`src/hw/rtl/wgr_pkg.sv`:
```
`timescale 1ns / 1ps
`default_nettype none

package wgr_pkg;

   localparam int MAX_FRAME_BITS = 32;
   localparam int TIMER_BITS     = 8;
   localparam int COUNT_BITS     = 6;
   localparam int PHASE_BITS     = 8;
   localparam int DATA_BITS      = 32;
   localparam int CSR_INDEX_BITS = 2;
   localparam int CSR_DATA_BITS  = 8;

   localparam logic [COUNT_BITS-1:0] BITS_MAX = '1;

   localparam logic [COUNT_BITS-1:0] FRAME_LENGTH_RESET = COUNT_BITS'(26);
   localparam logic [PHASE_BITS-1:0] LOW_PHASE_RESET    = PHASE_BITS'(4);
   localparam logic [PHASE_BITS-1:0] HIGH_PHASE_RESET   = PHASE_BITS'(59);

   typedef enum logic [CSR_INDEX_BITS-1:0] {
      CSR_FRAME_LENGTH = 2'd0,
      CSR_LOW_PHASE    = 2'd1,
      CSR_HIGH_PHASE   = 2'd2
   } csr_index_type;

   typedef struct packed {
      logic d0_level;
      logic d1_level;
   } wgr_req_type;

   typedef struct packed {
      logic                 frame_ready;
      logic [DATA_BITS-1:0] frame_data;
      logic                 frame_dropped;
   } wgr_rsp_type;

   typedef struct packed {
      logic [COUNT_BITS-1:0] frame_length;
      logic [PHASE_BITS-1:0] low_phase;
      logic [PHASE_BITS-1:0] high_phase;
   } wgr_cfg_type;

endpackage

`default_nettype wire

```
`src/hw/rtl/wgr_csr.sv`:
```
`timescale 1ns / 1ps
`default_nettype none

module wgr_csr (
   input  wire logic                                 clock,
   input  wire logic                                 reset,
   input  wire logic                                 csr_valid,
   output logic                                      csr_ready,
   input  wire logic [wgr_pkg::CSR_INDEX_BITS-1:0]   csr_index,
   input  wire logic [wgr_pkg::CSR_DATA_BITS-1:0]    csr_wdata,
   output wgr_pkg::wgr_cfg_type                      cfg
);
   import wgr_pkg::*;

   wgr_cfg_type cfg_ff;
   wgr_cfg_type cfg_in;

   assign csr_ready = 1'b1;
   assign cfg       = cfg_ff;

   always_comb begin
      cfg_in = cfg_ff;
      if (csr_valid) begin
         unique case (csr_index)
            CSR_FRAME_LENGTH: cfg_in.frame_length = csr_wdata[COUNT_BITS-1:0];
            CSR_LOW_PHASE:    cfg_in.low_phase    = csr_wdata[PHASE_BITS-1:0];
            CSR_HIGH_PHASE:   cfg_in.high_phase   = csr_wdata[PHASE_BITS-1:0];
            default:          cfg_in = cfg_ff;
         endcase
      end
   end

   always_ff @(posedge clock) begin
      if (reset) begin
         cfg_ff.frame_length <= FRAME_LENGTH_RESET;
         cfg_ff.low_phase    <= LOW_PHASE_RESET;
         cfg_ff.high_phase   <= HIGH_PHASE_RESET;
      end else begin
         cfg_ff <= cfg_in;
      end
   end

endmodule

`default_nettype wire

```
`src/hw/rtl/wgr_core.sv`:
```
`timescale 1ns / 1ps
`default_nettype none

module wgr_core (
   input  wire logic                  clock,
   input  wire logic                  reset,
   input  wire logic                  step,
   input  wire wgr_pkg::wgr_req_type  item,
   input  wire wgr_pkg::wgr_cfg_type  cfg,
   output wgr_pkg::wgr_rsp_type       result
);
   import wgr_pkg::*;

   logic d0_prev_ff, d0_prev_in, d1_prev_ff, d1_prev_in;
   logic d0_wait_rise_ff, d0_wait_rise_in, d1_wait_rise_ff, d1_wait_rise_in;
   logic d0_active_ff, d0_active_in, d1_active_ff, d1_active_in;
   logic d0_armed_ff, d0_armed_in, d1_armed_ff, d1_armed_in;
   logic blank_timer_on_ff, blank_timer_on_in;
   logic timeout_on_ff, timeout_on_in;
   logic [TIMER_BITS-1:0]     tick_count_ff, tick_count_in;
   logic [MAX_FRAME_BITS-1:0] shift_data_ff, shift_data_in;
   logic [COUNT_BITS-1:0]     bits_seen_ff, bits_seen_in;

   logic fall0, rise0, fall1, rise1;
   logic take0, take1, edge_seen;
   logic [TIMER_BITS-1:0] tick_next;
   logic [TIMER_BITS-1:0] target;
   logic [COUNT_BITS-1:0] bits_inc;

   assign fall0 = d0_prev_ff & ~item.d0_level;
   assign rise0 = ~d0_prev_ff & item.d0_level;
   assign fall1 = d1_prev_ff & ~item.d1_level;
   assign rise1 = ~d1_prev_ff & item.d1_level;

   // D0 has priority; at most one edge is taken per tick.
   assign take0     = d0_armed_ff & (d0_wait_rise_ff ? rise0 : fall0);
   assign take1     = ~take0 & d1_armed_ff & (d1_wait_rise_ff ? rise1 : fall1);
   assign edge_seen = take0 | take1;

   assign tick_next = tick_count_ff + TIMER_BITS'(1);
   assign target    = (d0_active_ff | d1_active_ff) ? TIMER_BITS'(cfg.low_phase)
                                                    : TIMER_BITS'(cfg.high_phase);
   assign bits_inc  = (bits_seen_ff == BITS_MAX) ? bits_seen_ff
                                                 : bits_seen_ff + COUNT_BITS'(1);

   always_comb begin
      d0_prev_in        = item.d0_level;
      d1_prev_in        = item.d1_level;
      d0_wait_rise_in   = d0_wait_rise_ff;
      d1_wait_rise_in   = d1_wait_rise_ff;
      d0_active_in      = d0_active_ff;
      d1_active_in      = d1_active_ff;
      d0_armed_in       = d0_armed_ff;
      d1_armed_in       = d1_armed_ff;
      blank_timer_on_in = blank_timer_on_ff;
      timeout_on_in     = timeout_on_ff;
      tick_count_in     = tick_count_ff;
      shift_data_in     = shift_data_ff;
      bits_seen_in      = bits_seen_ff;
      result            = '0;

      if (edge_seen) begin
         // Every accepted edge disarms both lines and restarts the blanking timer.
         d0_armed_in       = 1'b0;
         d1_armed_in       = 1'b0;
         tick_count_in     = '0;
         blank_timer_on_in = 1'b1;
         timeout_on_in     = 1'b1;
         if ((take0 && d0_wait_rise_ff) || (take1 && d1_wait_rise_ff)) begin
            if (take0) d0_wait_rise_in = 1'b0;
            else       d1_wait_rise_in = 1'b0;
            d0_active_in = 1'b0;
            d1_active_in = 1'b0;
            bits_seen_in = bits_inc;
         end else begin
            shift_data_in = {shift_data_ff[MAX_FRAME_BITS-2:0], take1};
            if (take0) d0_wait_rise_in = 1'b1;
            else       d1_wait_rise_in = 1'b1;
            d0_active_in = take0;
            d1_active_in = take1;
         end
      end else begin
         tick_count_in = tick_next;
         if (blank_timer_on_ff && tick_next == target) begin
            if (d0_active_ff && !d1_active_ff) begin
               if (d0_wait_rise_ff) begin
                  d0_armed_in       = 1'b1;
                  blank_timer_on_in = 1'b0;
               end
            end else if (!d0_active_ff && d1_active_ff) begin
               if (d1_wait_rise_ff) begin
                  d1_armed_in       = 1'b1;
                  blank_timer_on_in = 1'b0;
               end
            end else if (!d0_active_ff && !d1_active_ff) begin
               d0_armed_in       = 1'b1;
               d1_armed_in       = 1'b1;
               blank_timer_on_in = 1'b0;
            end
         end
         // A timer wrap after an edge closes the frame.
         if (tick_next == '0 && timeout_on_ff) begin
            if (bits_seen_ff == cfg.frame_length) begin
               result.frame_ready = 1'b1;
               result.frame_data  = DATA_BITS'(shift_data_ff);
            end else begin
               result.frame_dropped = 1'b1;
            end
            bits_seen_in  = '0;
            shift_data_in = '0;
            timeout_on_in = 1'b0;
         end
      end
   end

   always_ff @(posedge clock) begin
      if (reset) begin
         d0_prev_ff        <= 1'b1;
         d1_prev_ff        <= 1'b1;
         d0_wait_rise_ff   <= 1'b0;
         d1_wait_rise_ff   <= 1'b0;
         d0_active_ff      <= 1'b0;
         d1_active_ff      <= 1'b0;
         d0_armed_ff       <= 1'b1;
         d1_armed_ff       <= 1'b1;
         blank_timer_on_ff <= 1'b0;
         timeout_on_ff     <= 1'b0;
         tick_count_ff     <= '0;
         shift_data_ff     <= '0;
         bits_seen_ff      <= '0;
      end else if (step) begin
         d0_prev_ff        <= d0_prev_in;
         d1_prev_ff        <= d1_prev_in;
         d0_wait_rise_ff   <= d0_wait_rise_in;
         d1_wait_rise_ff   <= d1_wait_rise_in;
         d0_active_ff      <= d0_active_in;
         d1_active_ff      <= d1_active_in;
         d0_armed_ff       <= d0_armed_in;
         d1_armed_ff       <= d1_armed_in;
         blank_timer_on_ff <= blank_timer_on_in;
         timeout_on_ff     <= timeout_on_in;
         tick_count_ff     <= tick_count_in;
         shift_data_ff     <= shift_data_in;
         bits_seen_ff      <= bits_seen_in;
      end
   end

   a_edge_restarts_timer: assert property (@(posedge clock) disable iff (reset)
      step && edge_seen |=> tick_count_ff == '0 && !d0_armed_ff && !d1_armed_ff
                            && timeout_on_ff)
      else $error("accepted edge did not restart blanking");

   a_one_line_active: assert property (@(posedge clock) disable iff (reset)
      !(d0_active_ff && d1_active_ff))
      else $error("both lines marked active");

   a_frame_end_clears: assert property (@(posedge clock) disable iff (reset)
      step && (result.frame_ready || result.frame_dropped)
      |=> bits_seen_ff == '0 && shift_data_ff == '0 && !timeout_on_ff)
      else $error("frame end did not clear the frame state");

endmodule

`default_nettype wire

```
`src/hw/rtl/wiegand_receiver_blanking.sv`:
```
// A tick transferred on the req channel passes through the input register, then the
// result register, before it appears on rsp.
// Throughput: one tick per cycle; the only stall comes from rsp_stall.
// Reset (synchronous, active high) restores the line and frame state, loads
// frame_length 26, low_phase 4, high_phase 59 and drops any tick in flight.
`timescale 1ns / 1ps
`default_nettype none

module wiegand_receiver_blanking (
   input  wire logic                                 clock,
   input  wire logic                                 reset,
   input  wire logic                                 req_valid,
   output logic                                      req_stall,
   input  wire wgr_pkg::wgr_req_type                 req_data,
   output logic                                      rsp_valid,
   input  wire logic                                 rsp_stall,
   output wgr_pkg::wgr_rsp_type                      rsp_data,
   input  wire logic                                 csr_valid,
   output logic                                      csr_ready,
   input  wire logic [wgr_pkg::CSR_INDEX_BITS-1:0]   csr_index,
   input  wire logic [wgr_pkg::CSR_DATA_BITS-1:0]    csr_wdata
);
   import wgr_pkg::*;

   logic        in_valid_ff, in_valid_in;
   wgr_req_type in_data_ff;
   logic        out_valid_ff, out_valid_in;
   wgr_rsp_type out_data_ff;
   logic        advance;
   logic        step;
   wgr_cfg_type cfg;
   wgr_rsp_type result;

   // The pipeline moves whenever the result register is empty or being drained.
   assign advance   = ~out_valid_ff | ~rsp_stall;
   assign step      = in_valid_ff & advance;
   assign req_stall = in_valid_ff & ~advance;

   assign in_valid_in  = (req_valid & ~req_stall) | (in_valid_ff & ~advance);
   assign out_valid_in = advance ? in_valid_ff : out_valid_ff;

   assign rsp_valid = out_valid_ff;
   assign rsp_data  = out_data_ff;

   wgr_csr u_csr (
      .clock     (clock),
      .reset     (reset),
      .csr_valid (csr_valid),
      .csr_ready (csr_ready),
      .csr_index (csr_index),
      .csr_wdata (csr_wdata),
      .cfg       (cfg)
   );

   wgr_core u_core (
      .clock  (clock),
      .reset  (reset),
      .step   (step),
      .item   (in_data_ff),
      .cfg    (cfg),
      .result (result)
   );

   always_ff @(posedge clock) begin
      if (reset) begin
         in_valid_ff  <= 1'b0;
         out_valid_ff <= 1'b0;
      end else begin
         in_valid_ff  <= in_valid_in;
         out_valid_ff <= out_valid_in;
      end
   end

   always_ff @(posedge clock) begin
      if (req_valid && !req_stall) begin
         in_data_ff <= req_data;
      end
      if (step) begin
         out_data_ff <= result;
      end
   end

   a_ready_or_dropped: assert property (@(posedge clock) disable iff (reset)
      rsp_valid |-> !(rsp_data.frame_ready && rsp_data.frame_dropped))
      else $error("frame both emitted and dropped");

   a_data_only_with_ready: assert property (@(posedge clock) disable iff (reset)
      rsp_valid && !rsp_data.frame_ready |-> rsp_data.frame_data == '0)
      else $error("frame data without a complete frame");

   a_no_loss_on_stall: assert property (@(posedge clock) disable iff (reset)
      in_valid_ff && !advance |=> in_valid_ff && $stable(in_data_ff))
      else $error("held tick lost from the input register");

endmodule

`default_nettype wire

```
`config.mk`:
```
export PLATFORM = sky130hd
export DESIGN_NAME = wiegand_receiver_blanking
export DESIGN_NICKNAME = d
export VERILOG_FILES = /design/src/hw/rtl/wgr_pkg.sv /design/src/hw/rtl/wgr_csr.sv /design/src/hw/rtl/wgr_core.sv /design/src/hw/rtl/wiegand_receiver_blanking.sv
export SDC_FILE = /design/constraint.sdc
export NUM_CORES = 1
export LEC_CHECK = 0
export BUFFER_PORTS_ARGS = -buffer_cell sky130_fd_sc_hd__buf_2
export CORE_MARGIN = 5
export CORE_UTILIZATION = 58
export DETAILED_ROUTE_END_ITERATION = 12
export PLACE_DENSITY = 0.78
export RECOVER_POWER = 50
export SYNTH_ARGS = -nofsm -noshare
export SYNTH_HDL_FRONTEND = slang
export SYNTH_SLANG_ARGS = --single-unit
```
`constraint.sdc`:
```
create_clock -name clock -period 3.25 [get_ports clock]
set_input_delay 0.1625 -clock clock [delete_from_list [all_inputs] [get_ports clock]]
set_output_delay 0.1625 -clock clock [all_outputs]
set_load 0.1 [all_outputs]
```
## Yosys cells after proc, flatten, opt, wreduce, memory -nomap -nowiden

Index checks and enable logic that the tools add are counted.

| cells by class | value |
|---|---|
| bitwise gates (word level) | 25 |
| equality and inequality tests | 13 |
| reductions and logical operators | 33 |
| add/sub/neg operators | 2 |
| multiplexer cells | 41 |

Operator list:

| kind | number |
|---|---|
| 32-bit two-way mux | 3 |
| 33-bit two-way mux | 1 |
| 1-bit two-way mux | 31 |
| 6-bit two-way mux | 4 |
| 8-bit two-way mux | 2 |
| 5-bit AND reduction | 3 |
| 1-bit NOT | 11 |
| 1-bit AND | 10 |
| 2-bit AND reduction | 5 |
| 3-bit by 1-bit != test with 1-bit output, second input constant | 3 |
| 3-bit AND reduction | 3 |
| 8-bit by 1-bit adder with 8-bit output, second input constant | 1 |
| 8-bit equality test | 1 |
| 1-bit logical AND | 8 |
| 8-bit logical NOT | 1 |
| 6-bit by 1-bit adder with 6-bit output, second input constant | 1 |
| 6-bit equality test | 1 |
| 6-bit equality test, second input constant | 1 |
| 2-bit != test, second input constant | 3 |
| 3-bit nonzero test | 2 |
| 4-bit by 1-bit != test with 1-bit output, second input constant | 1 |
| 1-bit bitwise OR | 4 |
| 4-bit AND reduction | 1 |
| 2-bit nonzero test | 2 |
| 9 further kinds | 11 |

| word-level totals | value |
|---|---|
| register bits after elaboration | 116 |
| input port bits | 17 |
| word-level logic and storage cells | 137 |

## Logic depth before layout (Yosys ltp)

Gate-level depths: netlist (run 1).

| logic depth | value |
|---|---|
| depth in word-level cells | 11 |
| mapped depth | 9 |
| mapped depth without buffers | 7 |

## Modules after synthesis

Synthesis (run 1) repeated with hierarchy kept, for this count alone.

| second synthesis, totals | value |
|---|---|
| cells, all modules | 492 |
| area, all modules | 5076.1 sq um |

By module, submodules not included:

| module | times used | area each (sq um) | sequential area each (sq um) | cells each |
|---|---|---|---|---|
| wgr_core | 1 | 2982.9 | 1121.1 | 354 |
| wiegand_receiver_blanking | 1 | 1167.4 | 1121.1 | 46 |
| wgr_csr | 1 | 925.9 | 440.4 | 92 |

## Least setup slack after synthesis (run 1)

Ideal clock, no wire load.

| path | value |
|---|---|
| path kind | reg-to-reg |
| from | reg out_valid_ff, in the netlist rsp_valid |
| to | reg u_core.tick_count_ff[7] |
| stages on the path, launching flop included | 8 |
| arrival | 2626 ps |
| required time | 3122 ps |
| setup slack | 497 ps |
| setup time | 128 ps |
| cells stage by stage | dfxtp_1 nand2_1 nand2_1 inv_1 clkbuf_1 o21ai_0 a22oi_1 nor2_1 |

| between the ends | value |
|---|---|
| cells in the longest elaborated chain, start to end | 3 |

Ends and longest elaborated chain:

| what | RTL line | source |
|---|---|---|
| start: declaration | wiegand_receiver_blanking.sv:27 | `logic out_valid_ff, out_valid_in;` |
| start signal: assignment | wiegand_receiver_blanking.sv:70 | `out_valid_ff <= out_valid_in;` |
| 1-bit NOT | wiegand_receiver_blanking.sv:35 | `assign advance = ~out_valid_ff \| ~rsp_stall;` |
| 1-bit bitwise OR | wiegand_receiver_blanking.sv:35 |  |
| 1-bit AND | wiegand_receiver_blanking.sv:36 | `assign step = in_valid_ff & advance;` |
| net step | wiegand_receiver_blanking.sv:30 | `logic step;` |
| end signal: assignment | wgr_core.sv:142 | `tick_count_ff <= tick_count_in;` |
| end: declaration | wgr_core.sv:20 | `logic [TIMER_BITS-1:0] tick_count_ff, tick_count_in;` |

The timed path passes the listed nets, and every way through them passes these cells.
A chain may end at the register's enable or synchronous reset.

## Worst setup path in the final report (run 1)

| path | value |
|---|---|
| from | reg u_core.tick_count_ff[0] |
| to | reg u_core.shift_data_ff[5] |

| between the ends | value |
|---|---|
| cells in the longest elaborated chain, start to end | 5 |

Ends and longest elaborated chain:

| what | RTL line | source |
|---|---|---|
| 8-bit by 1-bit adder with 8-bit output | wgr_core.sv:40 | `assign tick_next = tick_count_ff + TIMER_BITS'(1);` |
| 8-bit logical NOT | wgr_core.sv:102 | `if (tick_next == '0 && timeout_on_ff) begin` |
| 1-bit logical AND | wgr_core.sv:102 |  |
| 2-bit nonzero test (no line) | n/a |  |
| 3-bit AND reduction (no line) | n/a |  |
| end signal: assignment | wgr_core.sv:143 | `shift_data_ff <= shift_data_in;` |
| end: declaration | wgr_core.sv:21 | `logic [MAX_FRAME_BITS-1:0] shift_data_ff, shift_data_in;` |

Every way passes these cells.

==> results.yml, run 1 <==
cts:
  cts.sinks: 116
  cts_tree: "yes"
  htreeDepth: 4
  holdBufCountCts: 12
  clkTransAtPathRegs_ps: 60
  numCtsBuffers: 17
  cts-root-buf: "clkbuf_8"
  post_cts_buffers: 0
  clockBufferDepth: 2
  ctsResizeCount: 0
  clock_latency_ps: 510
final_layout:
  nNetsFinal: 583
  area_delta_synth_final_pct: 20.6
  diodes: 0
  final_layout_size_suffix_gt1_share_pct: 10.9
  design_area_um2: 6160
  fin_util_pct: 71.4
synthesis:
  ys_top_cells_by_area: "dfxtp_1 (31%), edfxtp_1 (21%), mux2i_1 (9.6%), nand2_1 (5.1%), nand2b_1 (4.2%)"
  synth_cell_types: 53
  synth_nets: 519
  ys_warn_count: 0
  ys.flop_type: "dfxtp_1"
  syn_inst: 500
  synthArstFlopShare_pct: 0
  synth_area_leader_cell: "dfxtp_1"
  syn_area_um2: 5110
  yosysTopAreaCellShare_pct: 31.3
  synth_edf_count: 36
  ys_seq_area_share_pct: 52.5
  synth-seq-cells: 116
  synth_area_per_cell_um2: 10.2
placement:
  portBuffers: 52
  place_ws_ps: 556
  dp_hpwl_um: 6540
  place.gp.congestion: 0.888
  dpl_cell_area_um2: 5460
setup_path:
  reg2reg_from: "u_core.tick_count_ff[0]"
  crit_path_end_kind: "flop"
  r2r_cells: 8
  cp.arrival_ps: 3190
  start_kind: "flop"
  r2r_slack_ps: 490
  worst-path-max-fanout: 32
  crit_type: "reg2reg"
  worstPathRequired_ps: 3680
  reg2reg_to: "u_core.shift_data_ff[5]"
route:
  final_antenna_net_count: 0
  wl_per_cell_um: 15.2
  firstDrtPassIters: 4
  drc_errors: 0
  vias: 3816
  first_iter_violations: 199
  routed_via_density: 5.57
  finalWirelength_um: 10400
pwr:
  leakage_nw: 2.28
  internal_power_mw: 2.92
  swShare_pct: 25.3
  power.share.clock_pct: 50.3
  power_density_nw_per_um2: 635
  p_comb_share_pct: 9.8
  switchingPower_mw: 0.989
  p_seq_share_pct: 39.9
  irDropWorstVdd_v: 0.000475
run_status:
  violations: "capacitance limit, slew limit"
  status: "finished, violations left"
sta:
  setup_violations: 0
  max_freq_ghz: 0.362
  tightest_slew_ps: 1810
  rsz0062_at_grt: "no"
  drv_slew: 47
  fin_skew_ps: 8.70
  final.setup.tns_ps: 0
  fin_crit_sh_pct: 85.1
  finalHoldViolations: 0
  setup_slack_ps: 485
  post-route-min-period_ps: 2760
  relSlewSlack_pct: -20.6
hold_path:
  whs_endpoint: "u_csr.cfg[16]"
  hp-start: "csr_index[0]"
  hold_class: "in2reg"
  whs_path_depth: 4
grt:
  grt_pass1_wl_um: 17800
  grt.overflow.total: 0
  grt_max_degree: 47
  antenna_found_initial: 0
  grt_use_total_pct: 19.9
  first_global_vias: 3765
floorplanning:
  fp.coreArea_um2: 8640
  io_pins: 54
  die_h_um: 104
  dieArea_um2: 10800
  core.rowCount: 34
  initial_core_util_pct: 59.2
  fp.dieW_um: 104
job:
  cap_violations: 1
==> power by group through the flow <==
stage	Clock (mW)	Combinational [mW]	Sequential, mW
6_report	1.97	0.385	1.56
3_5_place_dp	0	0.378	1.59
5_1_grt	2.07	0.409	1.57
3_3_place_gp	0	0.375	1.59
4_1_cts	1.99	0.392	1.56
2_1_floorplan	0	0.165	1.73
==> layout by cell type (no fill, tap or decap), types with 3 or more instances in the layout <==
master	n
a211o_1	4
a211oi_1	3
a21oi_1	19
a22oi_1	4
and2_1	32
and3_1	5
buf_2	15
bufinv_16	3
clkbuf_1	39
clkbuf_16	18
clkinv_4	4
dfxtp_1	80
dlygate4sd3_1	12
edfxtp_1	36
inv_1	6
inv_6	3
mux2i_1	49
nand2_1	70
nand2b_1	34
nand3_1	6
nand3b_1	13
nand4_1	3
nor2_1	36
nor2b_1	5
nor3_1	3
o21ai_0	7
xnor2_1	10
xor2_1	11
==> logic make-up after synthesis <==
logic type               Yosys count  synth area share (%)
AND/OR/NAND/NOR                  224                  23.7
flip-flops                       116                  52.5
AO/OA/AOI/OAI                     56                  7.37
multiplexers                      49                  9.60
buffers and inverters             31                  2.64
XOR/XNOR                          21                  3.60
adder cells (fa/ha/maj)            2                 0.490
other                              1                0.0734
==> layout make-up <==
class / count / area, um2
repair buffers: 70 / 382
inverters: 6 / 22.5
well taps: 108 / 135
flip-flops and latches: 116 / 2680
fillers: 628 / 2470
multi-input cells: 353 / 2300
clock inverters: 12 / 164
clock buffers: 20 / 478
==> registers in the layout (all words and copies together), names as in the netlist <==
register and flops:
rsp_data 34, u_core.shift_data_ff 32, u_csr.cfg 22, u_core.tick_count_ff 8, u_core.bits_seen_ff 6, in_data_ff 2
in_valid_ff 1, rsp_valid 1, u_core.blank_timer_on_ff 1, u_core.d0_active_ff 1, u_core.d0_armed_ff 1, u_core.d0_prev_ff 1
u_core.d0_wait_rise_ff 1, u_core.d1_active_ff 1, u_core.d1_armed_ff 1, u_core.d1_prev_ff 1, u_core.d1_wait_rise_ff 1, u_core.timeout_on_ff 1
==> worst max-delay path, stage by stage (launching register included) <==
cell and delay, ps:
dfxtp_1 460, ha_1 340, xnor2_1 150, nand2_1 70, o31ai_1 460, nand2_1 250
a21boi_4 190, buf_4 460, mux2i_1 280
==> metrics by stage <==
stage / hold WS [ps] / total power [mW] / instances
4_1_cts: 164 / 3.95 / 685
3_5_place_dp: 341 / 1.97 / 641
3_3_place_gp: 339 / 1.96 / 641
6_report: 194 / 3.91 / 685
2_1_floorplan: 261 / 1.90 / 500
5_1_grt: 220 / 4.05 / 685
==> synth_stat cells (7+ instances only) <==
master	n
dfxtp_1	80
nand2_1	70
mux2i_1	49
edfxtp_1	36
nor2_1	36
nand2b_1	34
and2_1	32
a21oi_1	19
clkbuf_1	18
nand3b_1	13
xor2_1	11
xnor2_1	10
o21ai_0	7
==> metal layers <==
layer  up-vias  wire length (um)  GRT usage [%]
li1       1863                 -              -
met1      1815              4500           24.5
met2       107              5100           32.2
met3        31               532           6.15
met4         0               266           8.33
met5         -                 0              0
==> worst max path at each step <==
| stage | startpoint | to | cells past startpoint |
|---|---|---|---|
| after global routing | u_core.tick_count_ff[0] | u_core.shift_data_ff[5] | 8 |
| after CTS | u_core.tick_count_ff[0] | u_core.shift_data_ff[5] | 8 |
| after detailed placement | u_core.tick_count_ff[0] | u_core.shift_data_ff[5] | 8 |
| final | u_core.tick_count_ff[0] | u_core.shift_data_ff[5] | 8 |
| after global placement | u_core.tick_count_ff[0] | rsp_data[8] | 8 |
| after floorplan | rsp_valid | u_core.tick_count_ff[7] | 7 |
Power figures use the tool's default switching activity.
==> run 2, diff against run 1 <==
--- a/config.mk
+++ b/config.mk
@@ -7,9 +7,9 @@
 export LEC_CHECK = 0
 export BUFFER_PORTS_ARGS = -buffer_cell sky130_fd_sc_hd__buf_2
 export CORE_MARGIN = 5
-export CORE_UTILIZATION = 58
+export CORE_UTILIZATION = 60
 export DETAILED_ROUTE_END_ITERATION = 12
-export PLACE_DENSITY = 0.78
+export PLACE_DENSITY = 0.8
 export RECOVER_POWER = 50
 export SYNTH_ARGS = -nofsm -noshare
 export SYNTH_HDL_FRONTEND = slang
==> constraint.sdc (replaced) <==
create_clock -name clock -period 3.42 [get_ports clock]
set_input_delay 0.171 -clock clock [delete_from_list [all_inputs] [get_ports clock]]
set_output_delay 0.171 -clock clock [all_outputs]
set_load 0.1 [all_outputs]
==> run 2 against run 1 <==
  * The run still ends with capacitance limit, slew limit left
  * Cell count is 0.44% lower
  * Combinational power decreased by 4%
  * Worst hold slack is essentially flat
  * Global-route usage increased by 1.8 points
  * Maximum frequency down 0.18%
  * Sequential power down 5%
  * Worst setup slack improved by 160 ps
  * Die area decreased by 3.0%
==> results.yml, run 2 (synthesis results as in run 1) <==
cts:
  post_cts_buffers: 0
  clockBufferDepth: 2
  clock_latency_ps: 510
  cts-root-buf: "clkbuf_8"
  clkTransAtPathRegs_ps: 60
  cts_tree: "yes"
  cts.sinks: 116
  numCtsBuffers: 17
  htreeDepth: 4
pwr:
  power_density_nw_per_um2: 579
  p_seq_share_pct: 42.0
  leakage_nw: 2.23
  switchingPower_mw: 0.940
  power.share.clock_pct: 47.5
  internal_power_mw: 2.59
  p_comb_share_pct: 10.5
  irDropWorstVdd_v: 0.000458
  swShare_pct: 26.6
placement:
  dp_hpwl_um: 6800
  place.gp.congestion: 0.843
  portBuffers: 52
setup_path:
  path_common_cell: "nand2_1"
  start_kind: "flop"
  r2r_cells: 8
  worstPathRequired_ps: 3860
  worst-path-max-fanout: 46
  slowest_delay_ps: 870
  cp.arrival_ps: 3210
  crit_path_end_kind: "flop"
  crit_type: "reg2reg"
  crit_path_cell_trace: "nand2_1 -> nand2_1 -> clkbuf_1 -> inv_1 -> clkbuf_2 -> nand4_1 -> or4_1 -> a21oi_1"
  slowest_stage: "clkbuf_2"
run_status:
  status: "finished, violations left"
  violations: "capacitance limit, slew limit"
floorplanning:
  die_h_um: 102
  fp.dieW_um: 102
  fp.coreArea_um2: 8260
  core.rowCount: 33
  dieArea_um2: 10500
  initial_core_util_pct: 61.9
  io_pins: 54
sta:
  rsz0062_at_grt: "no"
  fin_crit_sh_pct: 81.0
  max_freq_ghz: 0.361
  tightest_slew_ps: 1630
  relSlewSlack_pct: -8.40
  fin_skew_ps: 7.76
  setup_violations: 0
  fin_hold_ws_ps: 193
  final.setup.tns_ps: 0
  finalHoldViolations: 0
  drv_slew: 83
  post-route-min-period_ps: 2770
route:
  routed_via_density: 5.66
  final_antenna_net_count: 0
  first_iter_violations: 211
  firstDrtPassIters: 5
  wl_per_cell_um: 16.1
  finalWirelength_um: 11000
  vias: 3860
  drc_errors: 0
final_layout:
  area_delta_synth_final_pct: 19.2
  fin_util_pct: 73.8
  fillers: 574
  final_layout_size_suffix_gt1_share_pct: 10.9
  diodes: 0
  largest_reg_flops: 34
  mostFrequentLayoutCells: "dfxtp_1 (80), nand2_1 (70), mux2i_1 (49)"
  mostFrequentLayoutCell: "dfxtp_1"
  nNetsFinal: 583
grt:
  grt_use_total_pct: 21.7
  grt_pass1_wl_um: 17700
  first_global_vias: 3810
  grt.overflow.total: 0
  grt_max_degree: 47
  antenna_found_initial: 0
job:
  cap_violations: 2
hold_path:
  whs_path_depth: 4
  hold_class: "in2reg"
run 2: cell types whose count changed in the layout (fill, tap and decap cells not counted), sizes merged:
cell      previous run  this run
clkinvlp             1         5
bufinv               3         2
clkbuf              60        57
run 2: power by group through the flow:
stage,registers [mW],logic (mW),clock network [mW]
floorplan,1.65,0.157,0
CTS,1.48,0.375,1.69
finish,1.48,0.371,1.68
global route,1.49,0.391,1.76
global placement,1.51,0.358,0
detailed placement,1.51,0.362,0
run 2: final timing paths:
check                           slack (ps)          from                     end
worst min-delay path                   190  csr_index[0]           u_csr.cfg[21]
worst max-delay path                   650     rsp_valid  u_core.bits_seen_ff[5]
worst max register to register         650     rsp_valid  u_core.bits_seen_ff[5]
worst min register to register         460  u_csr.cfg[7]            u_csr.cfg[7]
run 2: area by class of cell:
class	instances	area (um2)	area share, %
repair buffers	70	382	6.26
multi-input cells	353	2300	37.8
inverters	6	22.5	0.370
clock buffers	17	414	6.80
well taps	105	131	2.16
flip-flops and latches	116	2680	44.0
clock inverters	15	158	2.59
run 2: per-stage QoR:
step           power, mW  cell area (um2)  setup WS [ps]  std cells
6_report            3.53             6090            650        682
5_1_grt             3.64             6090            438        682
4_1_cts             3.55             6150            682        682
3_5_place_dp        1.87             5460            760        638
3_3_place_gp        1.87             5460            886        638
2_1_floorplan       1.80             5110            667        500
run 2: worst max-delay path: cells and delay by family, from the launching register on:
kind	cells	cell delay [ps]
and+or+nand+nor	4	880
buffers and inverters	3	1330
DFF	1	330
AOI/OAI and AO/OA	1	150
run 2: what timing repair did:
item,CTS,global route
gates resized for setup,0,0
hold buffers,12,0
hold endpoints to repair,25,0
run 2: metal layers:
layer | part of all wire (%) | track usage [%] | up-vias
li1 | - | - | 1852
met1 | 42 | 25.6 | 1843
met2 | 50 | 37.3 | 138
met3 | 5.6 | 5.19 | 27
met4 | 2.7 | 10.1 | 0
met5 | 0 | 0 | -
